[src/sv/srp_pkg.sv]
// Shared types, constants and a helper function of the skyline rectangle packer.
package srp_pkg;

   localparam int COORD_W = 13;
   localparam int SIZE_W = 12;
   localparam int PROD_W = 24;
   localparam int AREA_W = 25;
   localparam int PAD_W = 2;

   localparam int DEF_MIN_PAGE = 256;
   localparam int DEF_MAX_PAGE = 4096;
   localparam int DEF_MAX_STEPS = 64;

   localparam logic [PAD_W-1:0] PAD_RESET = 2'd1;

   localparam int CSR_ADDR_W = 3;
   localparam logic CSR_IDX_PAD_WIDTH = 1'b0;

   localparam logic [1:0] CMD_PLACE = 2'd0;
   localparam logic [1:0] CMD_CLEAR = 2'd1;
   localparam logic [1:0] CMD_FLUSH = 2'd2;

   typedef logic [COORD_W-1:0] coord_type;

   typedef enum logic [3:0] {
      ST_IDLE,
      ST_LOAD,
      ST_SCAN,
      ST_PICK_LOAD,
      ST_PICK,
      ST_GROW,
      ST_FETCH,
      ST_DEL,
      ST_MERGE,
      ST_CAP,
      ST_FIN,
      ST_RESP
   } state_type;

   typedef enum logic [3:0] {
      CELL_HOLD,
      CELL_CLEAR,
      CELL_LOAD,
      CELL_SCAN,
      CELL_PICK_LOAD,
      CELL_SHIFT,
      CELL_GROW,
      CELL_DEL,
      CELL_WRITE,
      CELL_MERGE
   } cell_op_type;

   typedef struct packed {
      cell_op_type op;
      coord_type   pw;
      coord_type   ph;
      coord_type   page;
      coord_type   x_new;
      coord_type   top;
      coord_type   x1;
      coord_type   tail_h;
      logic        ins2;
   } cell_ctrl_type;

   typedef struct packed {
      coord_type head_x;
      coord_type head_y;
      logic      head_v;
      coord_type k_h;
      coord_type k1_x;
      coord_type k1_h;
      logic      any_eq;
   } chain_status_type;

   typedef struct packed {
      coord_type left;
      coord_type top;
      coord_type right;
      coord_type bottom;
   } box_type;

   function automatic box_type dirty_merge(box_type b, coord_type x0, coord_type y0,
                                           coord_type x1, coord_type y1);
      box_type r;
      if (b.right == '0) begin
         r.left = x0;
         r.top = y0;
         r.right = x1;
         r.bottom = y1;
      end else begin
         r.left = (x0 < b.left) ? x0 : b.left;
         r.top = (y0 < b.top) ? y0 : b.top;
         r.right = (x1 > b.right) ? x1 : b.right;
         r.bottom = (y1 > b.bottom) ? y1 : b.bottom;
      end
      return r;
   endfunction

endpackage

[src/sv/srp_cell.sv]
// One skyline step cell: holds a step, a probe that travels along the row, and a fit height.
module srp_cell import srp_pkg::*; #(
   parameter int IDX = 0,
   parameter int CW = 7,
   parameter int MIN_PAGE = DEF_MIN_PAGE
) (
   input  logic          clock,
   input  logic          reset,
   input  cell_ctrl_type ctrl,
   input  logic [CW-1:0] count,
   input  logic [CW-1:0] pos,
   input  coord_type     r_sx,
   input  coord_type     r_sh,
   input  coord_type     r_px,
   input  coord_type     r_py,
   input  logic          r_pv,
   input  coord_type     l_sx,
   input  coord_type     l_sh,
   input  logic          del_in,
   output coord_type     sx,
   output coord_type     sh,
   output coord_type     px,
   output coord_type     py,
   output logic          pv,
   output logic          del_out
);

   coord_type sx_ff, sx_in, sh_ff, sh_in, px_ff, px_in, py_ff, py_in, acc_ff, acc_in;
   logic pv_ff, pv_in;
   logic eq, real_step;
   logic [COORD_W:0] reach, acc_top;
   logic [CW-1:0] my_idx, pos_next;

   assign my_idx = CW'(IDX);
   assign pos_next = pos + CW'(1);
   assign real_step = CW'(IDX + 1) < count;
   assign reach = {1'b0, sx_ff} + {1'b0, ctrl.pw};
   assign acc_top = {1'b0, acc_ff} + {1'b0, ctrl.ph};
   assign eq = (IDX != 0) && real_step && (sh_ff == l_sh);
   assign del_out = del_in | eq;

   always_comb begin
      sx_in = sx_ff;
      sh_in = sh_ff;
      px_in = px_ff;
      py_in = py_ff;
      pv_in = pv_ff;
      acc_in = acc_ff;
      case (ctrl.op)
         CELL_CLEAR: begin
            sx_in = (IDX == 1) ? ctrl.page : '0;
            sh_in = '0;
         end
         CELL_LOAD: begin
            px_in = sx_ff;
            py_in = sh_ff;
            pv_in = real_step;
            acc_in = '0;
         end
         CELL_SCAN: begin
            if (pv_ff && ({1'b0, px_ff} < reach) && (py_ff > acc_ff)) begin
               acc_in = py_ff;
            end
            px_in = r_px;
            py_in = r_py;
            pv_in = r_pv;
         end
         CELL_PICK_LOAD: begin
            px_in = sx_ff;
            py_in = acc_ff;
            pv_in = real_step && (reach <= {1'b0, ctrl.page})
                    && (acc_top <= {1'b0, ctrl.page});
         end
         CELL_SHIFT: begin
            px_in = r_px;
            py_in = r_py;
            pv_in = r_pv;
         end
         CELL_GROW: begin
            if (my_idx == count - CW'(1)) begin
               sh_in = '0;
            end
            if (my_idx == count) begin
               sx_in = ctrl.page;
               sh_in = '0;
            end
         end
         CELL_DEL: begin
            if (my_idx >= pos) begin
               sx_in = r_sx;
               sh_in = r_sh;
            end
         end
         CELL_WRITE: begin
            if (my_idx == pos) begin
               sx_in = ctrl.x_new;
               sh_in = ctrl.top;
            end else if (ctrl.ins2 && (my_idx == pos_next)) begin
               sx_in = ctrl.x1;
               sh_in = ctrl.tail_h;
            end else if (ctrl.ins2 && (my_idx > pos_next)) begin
               sx_in = l_sx;
               sh_in = l_sh;
            end
         end
         CELL_MERGE: begin
            if (del_out) begin
               sx_in = r_sx;
               sh_in = r_sh;
            end
         end
         default: begin
         end
      endcase
   end

   always_ff @(posedge clock) begin
      if (reset) begin
         sx_ff <= (IDX == 1) ? COORD_W'(MIN_PAGE) : '0;
         sh_ff <= '0;
         pv_ff <= 1'b0;
      end else begin
         sx_ff <= sx_in;
         sh_ff <= sh_in;
         pv_ff <= pv_in;
         px_ff <= px_in;
         py_ff <= py_in;
         acc_ff <= acc_in;
      end
   end

   assign sx = sx_ff;
   assign sh = sh_ff;
   assign px = px_ff;
   assign py = py_ff;
   assign pv = pv_ff;

endmodule

[config.mk]
export PLATFORM = sky130hd
export DESIGN_NAME = srp_cell
export DESIGN_NICKNAME = d
export VERILOG_FILES = /design/src/sv/srp_pkg.sv /design/src/sv/srp_cell.sv
export SDC_FILE = /design/constraint.sdc
export NUM_CORES = 1
export LEC_CHECK = 0
export BUFFER_PORTS_ARGS = -buffer_cell sky130_fd_sc_hd__buf_4
export CORE_MARGIN = 5
export CORE_UTILIZATION = 51
export DETAILED_ROUTE_END_ITERATION = 7
export PLACE_DENSITY_LB_ADDON = 0.15
export SKIP_LAST_GASP = 1
export SYNTH_ARGS = -nofsm -noshare
export SYNTH_HDL_FRONTEND = slang
export SYNTH_SLANG_ARGS = --single-unit
export TNS_END_PERCENT = 10
[constraint.sdc]
create_clock -name clock -period 4.4 [get_ports clock]
set_input_delay 0.22 -clock clock [delete_from_list [all_inputs] [get_ports clock]]
set_output_delay 0.22 -clock clock [all_outputs]
set_load 0.02 [all_outputs]
======== Word level (Yosys, flattened, before mapping) ========
Cells that the tools add are included.
storage, ports and cells
  input port bits ......................... 192
  register bits ........................... 66
  output and inout bits ................... 54
operators by class
  reductions and logical operators ........ 21
  eq/ne operators ......................... 15
  bitwise operators ....................... 1
  $lt $le $gt $ge ......................... 7
  $add $sub $neg .......................... 4
  mux-type cells .......................... 20
operator list
  kind                   count
  $mux W13               14
  $pmux W13 S5           2
  $pmux W13 S2           2
  $pmux W13 S3           1
  $add A13 B13 Y14       2
  $le A14 B13 Y1         2
  $logic_not A7 Y1       4
  $eq A4 B3 Y1 const B   4
  $lt A13 B14 Y1         1
  $gt A13 B13 Y1         1
  $reduce_and A5 Y1      2
  $eq A4 B2 Y1 const B   2
  $eq A4 B4 Y1 const B   2
  $ne A2 B2 Y1 const B   4
  $add A7 B1 Y7 const B  1
  $ge A1 B7 Y1 const A   1
  $gt A1 B7 Y1 const A   1
  $lt A1 B7 Y1 const A   1
  $sub A7 B1 Y7 const B  1
  $logic_and A1 B1 Y1    6
  $reduce_bool A5 Y1     1
  $eq A4 B1 Y1 const B   1
  $ne A4 B4 Y1 const B   1
  $reduce_and A2 Y1      2
  other kinds (7)        9

======== Logic depth before layout (Yosys ltp) ========
  word-level depth ........................ 7
  depth in mapped cells ................... 18
  depth with buffers taken out ............ 18

======== Least setup slack after synthesis ========
Ideal clock, no wire load.
  kind .................................... register to register
  start ................................... reg sx_ff[0], in the netlist sx[0]
  end ..................................... reg acc_ff[0], enable pin
  cell stages (with the launch flop) ...... 17
  arrival time ............................ 3,329 ps
  path slack .............................. 707 ps
  data required time ...................... 4,036 ps
  path through ............................ dfxtp_1 ha_1 inv_1 fa_1 nor2b_1 o31a_1 o21a_1 o21a_1 o21ai_1 nor2b_1 xor2_1 ha_1 a22o_1 nor4_1 o221ai_1 o211ai_1 a32o_1
between the ends
  cells in the longest elaborated chain, start to end .. 6
RTL lines
  what                              RTL line         text
  start: declaration                srp_cell.sv:28   coord_type sx_ff, sx_in, sh_ff, sh_in, px_ff, px_in, py_ff, py_in, acc_ff, acc_in;
  start signal: assignment          srp_cell.sv:119  sx_ff <= (IDX == 1) ? COORD_W'(MIN_PAGE) : '0;
  start signal: assignment          srp_cell.sv:123  sx_ff <= sx_in;
  $add A13 B13 Y14                  srp_cell.sv:37   assign reach = {1'b0, sx_ff} + {1'b0, ctrl.pw};
  $lt A13 B14 Y1                    srp_cell.sv:61   if (pv_ff && ({1'b0, px_ff} < reach) && (py_ff > acc_ff)) begin
  $logic_and A1 B1 Y1 (2 in a row)  srp_cell.sv:61
  $ne A2 B2 Y1 (no line)            -
  $reduce_and A3 Y1 (no line)       -
  end signal: assignment            srp_cell.sv:128  acc_ff <= acc_in;
  end: declaration                  srp_cell.sv:28
Every way passes these cells.
A chain may end at the register's enable or synchronous reset.

======== Worst setup path in the final report ========
  start ................................... reg sx_ff[0], in the netlist sx[0]
  end ..................................... reg acc_ff[8], enable pin
The elaborated chain is that of the path after synthesis.

==> results_dict.tcl <==
set metrics [dict create \
    status "completed" \
    pwr_density_cell_mw_per_mm2 241 \
    die-area_mm2 0.0151 \
    synth_fa_ha_area_share_pct 16.0 \
    timing.fmax_ghz 0.253 \
    place_hpwl_mm 18.1 \
    synthCells 740 \
    arrival_ps 3990 \
    start_util_pct 51.8 \
    final_area_mm2 0.00877 \
    routed_wl_mm 22.3 \
    cts_root_buf "clkbuf_16" \
    crit_chain "ha_1 -> inv_1 -> fa_1 -> nor2b_1 -> o31a_1 -> o21a_1 -> o21a_1 -> o21ai_1 -> nor2b_1 -> xor2_1 -> ha_1 -> a22o_1 -> nor4_1 -> o221ai_1 -> o211ai_1 -> a32o_1 -> buf_4" \
    net-switching-power_mw 0.596 \
    register_area_mm2 0.00171 \
    grt_pass1_wl_mm 33.7 \
    routedWlPerCell_um 19.5 \
    rsz0062_at_grt "no" \
    tns_ps 0 \
    antenna_left 0 \
    slew_viol_final 0 \
    grt_overflow 0 \
    synth_area_per_cell_um2 8.79 \
    syn_nets 1014 \
    die_y_um 123 \
    min_to "sx[1]$_SDFFE_PP0P_" \
    io_pins 246 \
    coreArea_mm2 0.0126 \
    drc 0 \
    synth_area_leader_cell "edfxtp_1" \
    synth-simple-area-share_pct 18.4 \
    crit_required_ps 4440 \
    cp-start-kind "flop" \
    synth.distinct_cells 76 \
    cts_tree "built" \
    crit_path_max_incr_delay_ps 410 \
    p_sw_share_pct 28.2 \
    power.leakage_nw 4.30 \
    async_reset_ff_share_pct 0 \
    worst_pin_slew_ps 1140 \
    ctsResizeCount 0 \
    grt_pass1_vias 6617 \
    hold_viol_final 0 \
    hp-class "input port to flop" \
    std_cell_rows 41 \
    cts_setup_buffers 0 \
    clkPwrFrac_pct 39.5 \
    relSlewSlack_pct 23.7 \
    cp_slowest_cell "fa_1" \
    drt_iter0_markers 591 \
    worstHoldPathCells 3 \
    vdd_drop_max_mv 0.179 \
    fill_cells 1062 \
    cell_internal_pwr_mw 1.52 \
    reg2reg_from "sx[0]$_SDFFE_PP0P_" \
    cts_buffer_depth 2 \
    synth_edf_count 39 \
    syn-cell-area_mm2 0.00651 \
    r2r.worst_path.cells 17 \
    nNetsFinal 1241 \
    viasPerCell 5.85 \
    end_kind "flop" \
    dieWidth_um 123 \
    pre_cts_slack_ps 576 \
    period_minus_slack_ps 3950 \
    dr.pass1.iters 5 \
    cts_made_buffers 9 \
    clock_latency_ps 340 \
    finalCritPeriodShare_pct 89.8 \
    synthMuxAreaShare_pct 6.08 \
    synth_xor_xnor_area_share_pct 3.25 \
    multi_input_area_mm2 0.00438 \
    syn_to_final_growth_pct 34.8 \
    yosysSeqAreaShare_pct 26.3 \
    grt_start_max_net_pins 28 \
    synth-compound-area-share_pct 23.5 \
    yosys_warnings 0 \
    synth_flop_cell "edfxtp_1" \
    grt.total_usage_pct 29.0 \
    crit_path_max_fanout 13 \
    n_antenna_cell 0 \
    stdcell_count 1144 \
    reg2reg_to "acc_ff[8]$_SDFFCE_PN0P_" \
    fin_ws_ps 450 \
    dp.cells 1128 \
    p_total_mw 2.11 \
    whs_ps 148 \
    setup_viol 0 \
    synth_top_family_by_area "compound AO/OA/AOI/OAI gates" \
    synth_area_leaders "edfxtp_1, ha_1, dfxtp_1" \
    cts.sinks 66 \
    fin_skew_ps 4.52 \
    io_buffers 245 \
    h-tree-depth 3 \
    final_util_pct 69.8 \
    combPwrFrac_pct 27.4 \
    max_cap_viol_count 0 \
    pwr-share-seq_pct 33.1 \
    place_congestion 0.989 \
    vias 6694 \
    placed_area_mm2 0.00843 \
    criticalPathCategory "flop to flop" \
    cts_hold_buffers 0 \
    clk_pin_slew_ps 60 \
    layout-drive-gt1-share_pct 31.4 \
    min-delay-start "ctrl[15]" \
    synth-seq-cells 66 \
    synth_top_area_share_pct 18.0 \
    reg2reg_setup_slack_ps 450 \
    antenna_found_initial 1 \
]
==> cell usage after synthesis (5+ instances only) <==
cell type / count
ha_1: 80
a21oi_1: 68
inv_1: 65
nor2_1: 50
nand2_1: 44
edfxtp_1: 39
a22oi_1: 27
dfxtp_1: 27
mux2i_1: 26
nor3_1: 25
o21ai_0: 19
and2_1: 15
o221ai_1: 15
buf_2: 14
xnor2_1: 14
nor3_2: 13
o211a_1: 13
o2bb2ai_1: 13
clkbuf_1: 12
o21a_1: 12
nand3_1: 11
nand4_1: 9
a21o_1: 8
mux2_2: 8
nand2b_1: 8
nor2b_1: 8
xor2_1: 7
a211oi_1: 6
o211ai_1: 6
and3_1: 5
buf_4: 5
==> kinds of logic (layout without fill, tap and decap cells) <==
| kind of cell | count (synthesis) | after routing |
|---|---|---|
| buffers and inverters | 99 | 331 |
| multiplexers | 38 | 38 |
| XOR/XNOR | 22 | 22 |
| AO/OA/AOI/OAI | 219 | 219 |
| adder cells (fa/ha/maj) | 82 | 82 |
| flip-flops | 66 | 66 |
| AND/OR/NAND/NOR | 214 | 214 |
==> cell type report <==
type	count	share of cell area, %
Multi-Input combinational cell	575	50.0
Sequential cell	66	19.5
Inverter	65	2.78
Tap cell	172	2.45
Clock buffer	9	2.57
Clock inverter	7	1.33
Timing Repair Buffer	250	21.4
==> placed cells by master (no fill, tap or decap), types with 24 or more instances in the layout <==
master,synthesis,final
a21oi_1,68,68
a22oi_1,27,27
buf_4,5,250
dfxtp_1,27,27
edfxtp_1,39,39
ha_1,80,80
inv_1,65,65
mux2i_1,26,26
nand2_1,44,44
nor2_1,50,50
nor3_1,25,24
==> metal layers <==
layer  GRT usage (%)  vias up  part of all wire [%]
met5               0        -                 0.031
met4            9.45        2                   3.0
met3            8.05       56                   8.7
met2            45.7      325                    46
met1            38.5     3098                    43
li1                -     3213                     -
==> power by group through the flow <==
stage               logic [mW]  clock network, mW  registers, mW
CTS                      0.575              0.837          0.699
floorplan                0.299                  0          0.730
global route             0.636              0.868          0.702
global placement         0.561                  0          0.711
detailed placement       0.569                  0          0.712
finish                   0.579              0.834          0.700
==> worst max-delay path, delay by kind of cell, from the launching register on <==
family	cells	cell delay [ps]
adders and majority gates	3	820
DFF	1	380
AOI/OAI and AO/OA	8	1510
and+or+nand+nor	3	530
xor gates and xnor gates	1	150
buffers and inverters	2	270
==> worst max path at each step <==
stage	start	to	cells after the start
2_1_floorplan	sx[0]$_SDFFE_PP0P_	acc_ff[0]$_SDFFCE_PN0P_	16
3_3_place_gp	ctrl[79]	acc_ff[7]$_SDFFCE_PN0P_	18
3_5_place_dp	ctrl[79]	acc_ff[3]$_SDFFCE_PN0P_	18
4_1_cts	sx[0]$_SDFFE_PP0P_	acc_ff[8]$_SDFFCE_PN0P_	17
5_1_grt	sx[0]$_SDFFE_PP0P_	acc_ff[10]$_SDFFCE_PN0P_	17
6_report	sx[0]$_SDFFE_PP0P_	acc_ff[8]$_SDFFCE_PN0P_	17
==> registers in the layout, summed over array words and instances, names as in the netlist <==
register  flops
py           13
px           13
sh           13
pv            1
sx           13
acc_ff       13
Power figures use the tool's default switching activity.
