**config.mk**
```make
export PLATFORM = sky130hd
export DESIGN_NAME = srp_seq
export DESIGN_NICKNAME = d
export VERILOG_FILES = /design/src/sv/srp_pkg.sv /design/src/sv/srp_seq.sv
export SDC_FILE = /design/constraint.sdc
export NUM_CORES = 2
export LEC_CHECK = 0
export BUFFER_PORTS_ARGS = -buffer_cell sky130_fd_sc_hd__buf_4
export CAP_MARGIN = 20
export CORE_MARGIN = 10
export CORE_UTILIZATION = 40
export DETAILED_ROUTE_END_ITERATION = 12
export PLACE_DENSITY = 0.64
export RECOVER_POWER = 25
export SLEW_MARGIN = 20
export SYNTH_ARGS = -nofsm -noshare
export SYNTH_HDL_FRONTEND = slang
export SYNTH_SLANG_ARGS = --single-unit
export TNS_END_PERCENT = 20
```
**constraint.sdc**
```tcl
create_clock -name clock -period 7.9 [get_ports clock]
set_input_delay 1.185 -clock clock [delete_from_list [all_inputs] [get_ports clock]]
set_output_delay 1.185 -clock clock [all_outputs]
set_load 0.05 [all_outputs]
```
**src/sv/srp_pkg.sv**
```systemverilog
// Shared types, constants and a helper function of the skyline rectangle packer.
package srp_pkg;

   localparam int COORD_W = 13;
   localparam int SIZE_W = 12;
   localparam int PROD_W = 24;
   localparam int AREA_W = 25;
   localparam int PAD_W = 2;

   localparam int DEF_MIN_PAGE = 256;
   localparam int DEF_MAX_PAGE = 4096;
   localparam int DEF_MAX_STEPS = 64;

   localparam logic [PAD_W-1:0] PAD_RESET = 2'd1;

   localparam int CSR_ADDR_W = 3;
   localparam logic CSR_IDX_PAD_WIDTH = 1'b0;

   localparam logic [1:0] CMD_PLACE = 2'd0;
   localparam logic [1:0] CMD_CLEAR = 2'd1;
   localparam logic [1:0] CMD_FLUSH = 2'd2;

   typedef logic [COORD_W-1:0] coord_type;

   typedef enum logic [3:0] {
      ST_IDLE,
      ST_LOAD,
      ST_SCAN,
      ST_PICK_LOAD,
      ST_PICK,
      ST_GROW,
      ST_FETCH,
      ST_DEL,
      ST_MERGE,
      ST_CAP,
      ST_FIN,
      ST_RESP
   } state_type;

   typedef enum logic [3:0] {
      CELL_HOLD,
      CELL_CLEAR,
      CELL_LOAD,
      CELL_SCAN,
      CELL_PICK_LOAD,
      CELL_SHIFT,
      CELL_GROW,
      CELL_DEL,
      CELL_WRITE,
      CELL_MERGE
   } cell_op_type;

   typedef struct packed {
      cell_op_type op;
      coord_type   pw;
      coord_type   ph;
      coord_type   page;
      coord_type   x_new;
      coord_type   top;
      coord_type   x1;
      coord_type   tail_h;
      logic        ins2;
   } cell_ctrl_type;

   typedef struct packed {
      coord_type head_x;
      coord_type head_y;
      logic      head_v;
      coord_type k_h;
      coord_type k1_x;
      coord_type k1_h;
      logic      any_eq;
   } chain_status_type;

   typedef struct packed {
      coord_type left;
      coord_type top;
      coord_type right;
      coord_type bottom;
   } box_type;

   function automatic box_type dirty_merge(box_type b, coord_type x0, coord_type y0,
                                           coord_type x1, coord_type y1);
      box_type r;
      if (b.right == '0) begin
         r.left = x0;
         r.top = y0;
         r.right = x1;
         r.bottom = y1;
      end else begin
         r.left = (x0 < b.left) ? x0 : b.left;
         r.top = (y0 < b.top) ? y0 : b.top;
         r.right = (x1 > b.right) ? x1 : b.right;
         r.bottom = (y1 > b.bottom) ? y1 : b.bottom;
      end
      return r;
   endfunction

endpackage

```
**src/sv/srp_seq.sv**
```systemverilog
// Command sequencer of the skyline packer: search passes, page growth, rewrite and result register.
module srp_seq import srp_pkg::*; #(
   parameter int MIN_PAGE = DEF_MIN_PAGE,
   parameter int MAX_PAGE = DEF_MAX_PAGE,
   parameter int MAX_STEPS = DEF_MAX_STEPS,
   parameter int IW = $clog2(MAX_STEPS),
   parameter int CW = $clog2(MAX_STEPS + 1)
) (
   input  logic              clock,
   input  logic              reset,
   input  logic [PAD_W-1:0]  pad,
   input  logic              req_valid,
   output logic              req_stall,
   input  logic [1:0]        req_cmd,
   input  logic [SIZE_W-1:0] req_rect_width,
   input  logic [SIZE_W-1:0] req_rect_height,
   input  chain_status_type  status,
   output cell_ctrl_type     cell_ctrl,
   output logic [CW-1:0]     count,
   output logic [CW-1:0]     pos,
   output logic [IW-1:0]     best_i,
   output logic              rsp_valid,
   input  logic              rsp_stall,
   output logic              rsp_ok,
   output coord_type         rsp_pos_x,
   output coord_type         rsp_pos_y,
   output coord_type         rsp_page_side,
   output logic [AREA_W-1:0] rsp_area_used,
   output logic              rsp_dirty_valid,
   output coord_type         rsp_dirty_left,
   output coord_type         rsp_dirty_top,
   output coord_type         rsp_dirty_right,
   output coord_type         rsp_dirty_bottom
);

   localparam logic [IW-1:0] T_LAST = IW'(MAX_STEPS - 1);
   localparam logic [CW-1:0] COUNT_FULL = CW'(MAX_STEPS);
   localparam coord_type MAX_SIDE = COORD_W'(MAX_PAGE);

   state_type state_ff, state_in;
   logic [IW-1:0] t_ff, t_in, best_i_ff, best_i_in;
   logic [CW-1:0] count_ff, count_in;
   coord_type pw_ff, pw_in, ph_ff, ph_in, page_ff, page_in;
   coord_type best_x_ff, best_x_in, best_y_ff, best_y_in;
   coord_type x1_ff, x1_in, tail_h_ff, tail_h_in;
   coord_type px_res_ff, px_res_in, py_res_ff, py_res_in;
   logic [PROD_W-1:0] prod_ff, prod_in;
   logic [AREA_W-1:0] cap_ff, cap_in, used_ff, used_in;
   box_type dirty_ff, dirty_in, dres_ff, dres_in;
   logic ok_ff, ok_in, dv_ff, dv_in;
   logic accept, rsp_free, grow_ok, found, longer, wider;
   logic [COORD_W:0] dbl;
   coord_type new_side;
   logic [2*COORD_W-1:0] side_sq;
   logic [AREA_W:0] area_sum;

   logic rsp_valid_ff, rsp_ok_ff, rsp_dv_ff;
   coord_type rsp_px_ff, rsp_py_ff, rsp_page_ff;
   logic [AREA_W-1:0] rsp_area_ff;
   box_type rsp_d_ff;

   assign accept = req_valid && (state_ff == ST_IDLE);
   assign req_stall = (state_ff != ST_IDLE);
   assign rsp_free = !rsp_valid_ff || !rsp_stall;
   assign found = best_y_ff < page_ff;
   assign grow_ok = (page_ff < MAX_SIDE) && (count_ff < COUNT_FULL);
   assign dbl = {page_ff, 1'b0};
   assign new_side = (dbl > {1'b0, MAX_SIDE}) ? MAX_SIDE : dbl[COORD_W-1:0];
   assign longer = status.k1_x < x1_ff;
   assign wider = status.k1_x > x1_ff;
   assign side_sq = page_ff * page_ff;
   assign area_sum = {1'b0, used_ff} + {{(AREA_W + 1 - PROD_W){1'b0}}, prod_ff};

   always_comb begin
      state_in = state_ff;
      unique case (state_ff)
         ST_IDLE: begin
            if (accept) begin
               if ((req_cmd == CMD_PLACE) && (req_rect_width != '0)
                   && (req_rect_height != '0)) begin
                  state_in = ST_LOAD;
               end else begin
                  state_in = ST_RESP;
               end
            end
         end
         ST_LOAD: state_in = ST_SCAN;
         ST_SCAN: if (t_ff == T_LAST) state_in = ST_PICK_LOAD;
         ST_PICK_LOAD: state_in = ST_PICK;
         ST_PICK: if (t_ff == T_LAST) state_in = ST_GROW;
         ST_GROW: begin
            if (found) begin
               state_in = ST_FETCH;
            end else if (grow_ok) begin
               state_in = ST_LOAD;
            end else begin
               state_in = ST_RESP;
            end
         end
         ST_FETCH: state_in = ST_DEL;
         ST_DEL: begin
            if (!longer) begin
               state_in = (wider && (count_ff == COUNT_FULL)) ? ST_RESP : ST_MERGE;
            end
         end
         ST_MERGE: if (!status.any_eq) state_in = ST_CAP;
         ST_CAP: state_in = ST_FIN;
         ST_FIN: state_in = ST_RESP;
         ST_RESP: if (rsp_free) state_in = ST_IDLE;
         default: state_in = ST_IDLE;
      endcase
   end

   always_comb begin
      t_in = t_ff;
      best_i_in = best_i_ff;
      count_in = count_ff;
      pw_in = pw_ff;
      ph_in = ph_ff;
      page_in = page_ff;
      best_x_in = best_x_ff;
      best_y_in = best_y_ff;
      x1_in = x1_ff;
      tail_h_in = tail_h_ff;
      px_res_in = px_res_ff;
      py_res_in = py_res_ff;
      prod_in = prod_ff;
      cap_in = cap_ff;
      used_in = used_ff;
      dirty_in = dirty_ff;
      dres_in = dres_ff;
      ok_in = ok_ff;
      dv_in = dv_ff;
      pos = '0;
      cell_ctrl.op = CELL_HOLD;
      cell_ctrl.pw = pw_ff;
      cell_ctrl.ph = ph_ff;
      cell_ctrl.page = page_ff;
      cell_ctrl.x_new = best_x_ff;
      cell_ctrl.top = best_y_ff + ph_ff;
      cell_ctrl.x1 = x1_ff;
      cell_ctrl.tail_h = tail_h_ff;
      cell_ctrl.ins2 = wider;
      unique case (state_ff)
         ST_IDLE: begin
            if (accept) begin
               pw_in = COORD_W'(req_rect_width) + COORD_W'({pad, 1'b0});
               ph_in = COORD_W'(req_rect_height) + COORD_W'({pad, 1'b0});
               prod_in = req_rect_width * req_rect_height;
               ok_in = 1'b0;
               dv_in = 1'b0;
               dres_in = '0;
               px_res_in = '0;
               py_res_in = '0;
               case (req_cmd)
                  CMD_CLEAR: begin
                     cell_ctrl.op = CELL_CLEAR;
                     count_in = CW'(2);
                     used_in = '0;
                     dirty_in = dirty_merge(dirty_ff, '0, '0, page_ff, page_ff);
                     ok_in = 1'b1;
                  end
                  CMD_FLUSH: begin
                     ok_in = 1'b1;
                     if (dirty_ff.right != '0) begin
                        dv_in = 1'b1;
                        dres_in = dirty_ff;
                        dirty_in.right = '0;
                     end
                  end
                  default: begin
                  end
               endcase
            end
         end
         ST_LOAD: begin
            cell_ctrl.op = CELL_LOAD;
            t_in = '0;
         end
         ST_SCAN: begin
            cell_ctrl.op = CELL_SCAN;
            t_in = t_ff + IW'(1);
         end
         ST_PICK_LOAD: begin
            cell_ctrl.op = CELL_PICK_LOAD;
            best_y_in = page_ff;
            t_in = '0;
         end
         ST_PICK: begin
            cell_ctrl.op = CELL_SHIFT;
            t_in = t_ff + IW'(1);
            if (status.head_v && (status.head_y < best_y_ff)) begin
               best_y_in = status.head_y;
               best_x_in = status.head_x;
               best_i_in = t_ff;
            end
         end
         ST_GROW: begin
            if (!found && grow_ok) begin
               cell_ctrl.op = CELL_GROW;
               cell_ctrl.page = new_side;
               page_in = new_side;
               count_in = count_ff + CW'(1);
               dirty_in = dirty_merge(dirty_ff, '0, '0, new_side, new_side);
            end
         end
         ST_FETCH: begin
            tail_h_in = status.k_h;
            x1_in = best_x_ff + pw_ff;
         end
         ST_DEL: begin
            if (longer) begin
               tail_h_in = status.k1_h;
               cell_ctrl.op = CELL_DEL;
               pos = CW'(best_i_ff) + CW'(1);
               count_in = count_ff - CW'(1);
            end else if (!(wider && (count_ff == COUNT_FULL))) begin
               cell_ctrl.op = CELL_WRITE;
               pos = CW'(best_i_ff);
               count_in = count_ff + CW'(wider);
            end
         end
         ST_MERGE: begin
            cell_ctrl.op = CELL_MERGE;
            if (status.any_eq) begin
               count_in = count_ff - CW'(1);
            end
         end
         ST_CAP: begin
            cap_in = AREA_W'(side_sq);
         end
         ST_FIN: begin
            used_in = (area_sum > {1'b0, cap_ff}) ? cap_ff : area_sum[AREA_W-1:0];
            dirty_in = dirty_merge(dirty_ff, best_x_ff, best_y_ff, best_x_ff + pw_ff,
                                   best_y_ff + ph_ff);
            ok_in = 1'b1;
            px_res_in = best_x_ff + COORD_W'(pad);
            py_res_in = best_y_ff + COORD_W'(pad);
         end
         ST_RESP: begin
         end
         default: begin
         end
      endcase
   end

   always_ff @(posedge clock) begin
      if (reset) begin
         state_ff <= ST_IDLE;
         count_ff <= CW'(2);
         page_ff <= COORD_W'(MIN_PAGE);
         used_ff <= '0;
         dirty_ff <= '0;
         rsp_valid_ff <= 1'b0;
      end else begin
         state_ff <= state_in;
         count_ff <= count_in;
         page_ff <= page_in;
         used_ff <= used_in;
         dirty_ff <= dirty_in;
         if ((state_ff == ST_RESP) && rsp_free) begin
            rsp_valid_ff <= 1'b1;
         end else if (!rsp_stall) begin
            rsp_valid_ff <= 1'b0;
         end
      end
   end

   always_ff @(posedge clock) begin
      t_ff <= t_in;
      best_i_ff <= best_i_in;
      pw_ff <= pw_in;
      ph_ff <= ph_in;
      best_x_ff <= best_x_in;
      best_y_ff <= best_y_in;
      x1_ff <= x1_in;
      tail_h_ff <= tail_h_in;
      px_res_ff <= px_res_in;
      py_res_ff <= py_res_in;
      prod_ff <= prod_in;
      cap_ff <= cap_in;
      dres_ff <= dres_in;
      ok_ff <= ok_in;
      dv_ff <= dv_in;
      if ((state_ff == ST_RESP) && rsp_free) begin
         rsp_ok_ff <= ok_ff;
         rsp_px_ff <= px_res_ff;
         rsp_py_ff <= py_res_ff;
         rsp_page_ff <= page_ff;
         rsp_area_ff <= used_ff;
         rsp_dv_ff <= dv_ff;
         rsp_d_ff <= dres_ff;
      end
   end

   assign count = count_ff;
   assign best_i = best_i_ff;
   assign rsp_valid = rsp_valid_ff;
   assign rsp_ok = rsp_ok_ff;
   assign rsp_pos_x = rsp_px_ff;
   assign rsp_pos_y = rsp_py_ff;
   assign rsp_page_side = rsp_page_ff;
   assign rsp_area_used = rsp_area_ff;
   assign rsp_dirty_valid = rsp_dv_ff;
   assign rsp_dirty_left = rsp_d_ff.left;
   assign rsp_dirty_top = rsp_d_ff.top;
   assign rsp_dirty_right = rsp_d_ff.right;
   assign rsp_dirty_bottom = rsp_d_ff.bottom;

endmodule

```
# Word level (Yosys, flattened, before mapping)
# Cells that the tools add are included.
# op_classes
add_sub_neg	12
n_mul	2
div	0
order_cmp	18
n_eq_ne	38
shift	0
n_mux	68
n_bitwise	0
reduce_logical	41
# op_table
op	count
52-bit two-way mux	5
13-bit two-way mux	18
52-bit case mux with 3 select lines	1
13-bit case mux with 2 select lines	5
13-bit greater-than comparator	7
25-bit two-way mux	3
13-bit < comparator	5
7-bit two-way mux	8
25-bit case mux with 2 select lines	1
4-bit case mux with 12 select lines	1
4-bit two-way mux	11
4-bit case mux with 8 select lines	1
7-bit case mux with 4 select lines	1
12-bit by 3-bit adder with 13-bit output	2
13-bit adder	2
13-bit by 2-bit adder with 13-bit output	2
25-bit by 24-bit adder with 26-bit output	1
26-bit by 25-bit greater-than comparator with 1-bit output	1
1-bit by 13-bit < comparator with 1-bit output, first input constant	2
26-bit two-way mux	1
13-bit by 13-bit multiplier with 25-bit output	1
12-bit by 12-bit multiplier with 24-bit output	1
3-bit != test, second input constant	8
12-bit nonzero test	2
other kinds (43)	89
# word_totals
reg_bits	439
latchBits	0
mem_bits_rw	0
romBits	0
elab_cells	216
mem_count	0

# Logic depth before layout (Yosys ltp)
# logic_depth
word_depth	7
ltp_mapped	25
mapped_depth_nobuf	23

# Worst setup path after synthesis
# Ideal clock, no wire load.
# synth_path
kind	input -> register
startpoint	input rsp_stall
endpoint	register rsp_area_ff[0] (netlist: rsp_area_used[0]) (enable)
setup_ns	0.634
arrival_ns	6.891
t_required_ns	7.266
slack_ns	0.376
path_stages	1
path_buffers	0
cell_sequence	a21oi_1
# synth_via
elab_chain_cells	3
# synth_rtl
element	line	text
from (decl)	srp_seq.sv:23	input logic rsp_stall,
1-bit zero test	n/a	
1-bit logical OR	srp_seq.sv:64	assign rsp_free = !rsp_valid_ff || !rsp_stall;
1-bit logical AND	srp_seq.sv:285	if ((state_ff == ST_RESP) && rsp_free) begin
to (signal assigned)	srp_seq.sv:290	rsp_area_ff <= used_ff;
to (decl)	srp_seq.sv:59	logic [AREA_W-1:0] rsp_area_ff;
# Every way passes these cells.
# A chain may end at the register's enable or synchronous reset.

# Worst setup path after layout
# layout_path
startpoint	register page_ff[12]
endpoint	register cap_ff[24] (data pin)
# layout_via
elab_chain_cells	1
# layout_rtl
element	line	text
from (decl)	srp_seq.sv:43	coord_type pw_ff, pw_in, ph_ff, ph_in, page_ff, page_in;
from (signal assigned)	srp_seq.sv:251	page_ff <= COORD_W'(MIN_PAGE);
from (signal assigned)	srp_seq.sv:258	page_ff <= page_in;
13-bit by 13-bit multiplier with 25-bit output	srp_seq.sv:71	assign side_sq = page_ff * page_ff;
via side_sq[24]	srp_seq.sv:54	logic [2*COORD_W-1:0] side_sq;
to (signal assigned)	srp_seq.sv:281	cap_ff <= cap_in;
to (decl)	srp_seq.sv:48	logic [AREA_W-1:0] cap_ff, cap_in, used_ff, used_in;
# The timed path passes the listed nets, and every way through them passes these cells.

==> metrics.md <==
| Metric | Value |
|---|---|
| Mux cell area share after synthesis | around 1.6% |
| Num CTS Buffers | 50 |
| Reg clk slew, reported paths | ~0.07 ns |
| Hold-fix buffers, CTS | 0 |
| Drt pass-1 iters | 7 |
| Pre-CTS WS | roughly 1.3 ns |
| Starting density of the core | 40.4% |
| Reg2Reg Depth | 23 |
| Area delta synth->final | 16.1% |
| Syn avg cell area | between 9 and 10 um^2 |
| I/O pin count | 335 |
| DIE HEIGHT | about 300 um |
| Most numerous cell in the Yosys netlist | inv_1 |
| Worst path bufs/invs | 7 |
| GRT Util Overall | 20.1% |
| Synth Warn # | 0 |
| Fin crit share | between 80% and 90% |
| Top Family by Delay on Critical Path | adder cells |
| Post-synthesis adder-cell area fraction | 26.3% |
| Layout cells sized above 1 | 13.0% |
| TritonCTS Sinks | around 440 |
| CP Max Fanout | 13 |
| Sw Share | a little over two fifths |
| Post-DP HPWL | 75100 um |
| Pwr/cell area | around 280 nW/um^2 |
| Synth top cells by count | inv_1 (463), ha_1 (358), nand2_1 (356) |
| Hold Crit Start | dres_ff[24] |
| Initial antenna violation count | 3 |
| Top cell type's share of synthesized area | 31.0% |
| Clk_skew | 0.0267 ns |
| Post-layout power | between 10 and 15 mW |
| CTS tree | yes |
| R2r endpoint | cap_ff[24] |
| WHS Endpoint | rsp_dirty_right[11] |
| IO buf count | roughly 330 |
| FP Rows | 104 |
| Main combinational cell family by area after synthesis | adder cells |
| Hold slack | 0.404 ns |
| Final setup TNS | 0 ns |
| Status | finished, violations left |
| Synth Area in Simple Gates | between 10 and 15% |
| Final Hold Fails | 0 |
| Final ANT Viol Nets | 0 |
| Clk root buf | clkbuf_16 |
| Critical Path AT | 7.04 ns |
| Final net count | 4235 |
| Die ar. | 93300 um^2 |
| Die width | 305 um |
| Hold crit path type | reg -> reg |
| Detailed-route via count | 24.8k |
| Sequential-to-total area share from yosys stat | 37.2% |
| Critical-path cell list | clkinv_1 -> nor2_1 -> inv_1 -> fa_1 -> inv_1 -> fa_1 -> inv_1 -> fa_1 -> inv_1 -> fa_1 -> inv_1 -> fa_1 -> inv_1 -> ha_1 -> a21o_1 -> nand2b_1 -> o22ai_1 -> o22ai_1 -> or4_1 -> nand2_1 -> o2111ai_1 -> a21oi_1 -> xnor2_1 |
| Wire length on met2 | 45100 um |
| FF-to-FF setup slack | 1.20 ns |
| Tmin final | 6.70 ns |
| Failing checks | capacitance limit, slew limit |
| Crit Path Category | reg -> reg |
| Fmax | between 100 and 150 MHz |
| MaxCap Viol Count | 4 |
| Ys async rst share | 0% |
| Slew @ Worst Pin | 2.98 ns |
| Routed wire length | 96800 um |
| Final worst slack | 1.20 ns |
| Crit end category | flop |
| Syn Nets | 3931 |
| Worst path required time | 8.24 ns |
| Netlist Area Pre-Place | ~33000 um^2 |
| Total number of H-tree levels | 2 |
| Fin. max-slew vios | 198 |
| Initial DRC Count | 1940 |
| DR top layer | met5 |
| Routability-driven placement congestion ratio | 0.938 |
| Remaining Overflow, GRT | 0 |
| #FFs+latches synth | 438 |
| Largest net degree at the start of global routing | 65 |
| Rel. slew slack | -98.4% |
| Most frequent CP cell | inv_1 |
| M1 WL | 41800 um |
| Synth Area in Compound Gates | between 10% and 20% |
| Final instance area | around 38000 um^2 |
| Wire per inst | just over 20 um |
| Number of global-route vias before repair | approximately 24k |
| Worst Hold Depth | 0 |
| Remaining routing DRC violations | 0 |
| CTS resizes | 0 |
| Post-synthesis xor/xnor area fraction | 3.66% |
| Layout filler cell count | 7645 |
| Clk pwr share | a little over a fifth |
| Vias/cell | 5.30 |
| VDD IR max | ~0.32 mV |
| Post-synth top area cell | edfxtp_1 |
| Maximum clock path buffer count | 3 |
| Post-synthesis cell type count | between 70 and 80 |
| Sequential Power Share | 31.9% |
| First-pass GRT wire length | 147000 um |
| Comb power frac | 46.7% |
| Worst-skew pair later-pin latency | approximately 0.60 ns |
| Final setup vio count | 0 |
| P_int | 6.14 mW |
| Synth top area cells | edfxtp_1 (31%), ha_1 (14%), fa_1 (13%) |
| Post-synth top flop | edfxtp_1 |
| EDFF count, synth | 336 |
| Leakage | about 17 nW |
| RSZ-0062 raised after global routing | false |
| Startpoint Class | flop |
| Core ar. | 80700 um^2 |
| Worst path slowest cell | dfxtp_1 |
| Syn Inst Count | 3270 |
| Reg-to-Reg Start | page_ff[12] |
| P_sw | 4.51 mW |
| Post-CTS setup buffer count | 0 |
| Post-DP Area | 36300 um^2 |
| Met3 WL post-DR | roughly 7500 um |
| Max stage delay on crit path | 0.72 ns |
placed cells by master (no fill, tap or decap), types with 13 or more instances in the layout:
master,Yosys,routed
inv_1,463,463
ha_1,358,358
nand2_1,356,356
buf_4,5,345
edfxtp_1,336,336
nor2_1,213,210
fa_1,204,204
o21ai_0,137,136
a21oi_1,126,125
dfxtp_1,102,102
xnor2_1,94,94
a21o_1,60,60
nand3_1,57,57
a211oi_1,56,56
and2_1,67,55
and3_1,55,54
mux2i_1,51,51
clkbuf_16,0,51
nor3_1,49,48
nand2b_1,44,44
xor2_1,42,42
nor2b_1,35,34
clkbuf_1,102,30
nand4_1,29,29
nor4_1,19,19
a221oi_1,18,18
o21a_1,15,15
or3_1,13,13
o21bai_1,13,13
clkbuf_4,0,13
flip-flops by register name, summed over array words and instances (netlist names), 24 cells and up:
register	flops
rsp_area_used	25
prod_ff	24
dres_ff	52
used_ff	25
cap_ff	24
dirty_ff	52
logic make-up (layout without fill, tap and decap cells):
| kind of cell | count (synthesis) | in the layout |
|---|---|---|
| AND/OR/NAND/NOR | 968 | 968 |
| multiplexers | 53 | 53 |
| XOR/XNOR | 136 | 136 |
| adder cells (fa/ha/maj) | 562 | 562 |
| flip-flops | 438 | 438 |
| AO/OA/AOI/OAI | 518 | 518 |
| other | 0 | 2 |
| buffers and inverters | 595 | 941 |
routing by layer:
| metal | track usage (%) | up-vias |
|---|---|---|
| met5 | 0 | - |
| met4 | 5.05 | 4 |
| met3 | 3.84 | 139 |
| met2 | 32.9 | 924 |
| met1 | 27.2 | 12000 |
| li1 | - | 11800 |
worst reg2reg max path, cell delays in order, from the launching register on:
cell and delay, ns:
dfxtp_1 0.72, clkinv_1 0.49, nor2_1 0.25, inv_1 0.08, fa_1 0.54, inv_1 0.06
fa_1 0.53, inv_1 0.06, fa_1 0.53, inv_1 0.06, fa_1 0.53, inv_1 0.05
fa_1 0.52, inv_1 0.04, ha_1 0.32, a21o_1 0.20, nand2b_1 0.15, o22ai_1 0.19
o22ai_1 0.15, or4_1 0.44, nand2_1 0.13, o2111ai_1 0.13, a21oi_1 0.19, xnor2_1 0.08
cell type report:
type / instances / area (um^2) / area share, %
Clock buffer: 69 / 1380 / 3.66
Timing Repair Buffer: 374 / 2750 / 7.26
Sequential cell: 438 / 12100 / 32.1
Tap cell: 1060 / 1330 / 3.51
Clock inverter: 25 / 239 / 0.632
Multi-Input combinational cell: 2237 / 18200 / 48.2
Antenna cell: 2 / 5.00 / 0.0132
Inverter: 473 / 1780 / 4.69
power groups by stage:
stage,Clock (mW),Sequential (mW),Combinational (mW)
detailed placement,0,3.43,4.95
floorplan,0,3.51,3.33
CTS,2.33,3.39,4.98
finish,2.28,3.39,4.97
global placement,0,3.43,4.90
global route,2.42,3.43,5.49
metrics by stage:
| step | cells | util [%] |
|---|---|---|
| after floorplan | 3270 | - |
| after global placement | 4582 | 44.9 |
| after detailed placement | 4582 | 44.9 |
| after CTS | 4676 | 47.0 |
| after global routing | 4677 | 46.9 |
| final | 4678 | 46.9 |
worst max-delay path by stage:
stage                            from               end  slack, ns  cells after the start
after floorplan             rsp_stall  rsp_area_used[0]       0.38                      1
after global placement    page_ff[12]        cap_ff[23]       1.34                     23
after detailed placement  page_ff[12]        cap_ff[23]       1.27                     23
after CTS                 page_ff[12]        cap_ff[23]       1.23                     23
after global routing      page_ff[12]        cap_ff[24]       0.83                     23
final                     page_ff[12]        cap_ff[24]       1.20                     23
Power figures use the tool's default switching activity.
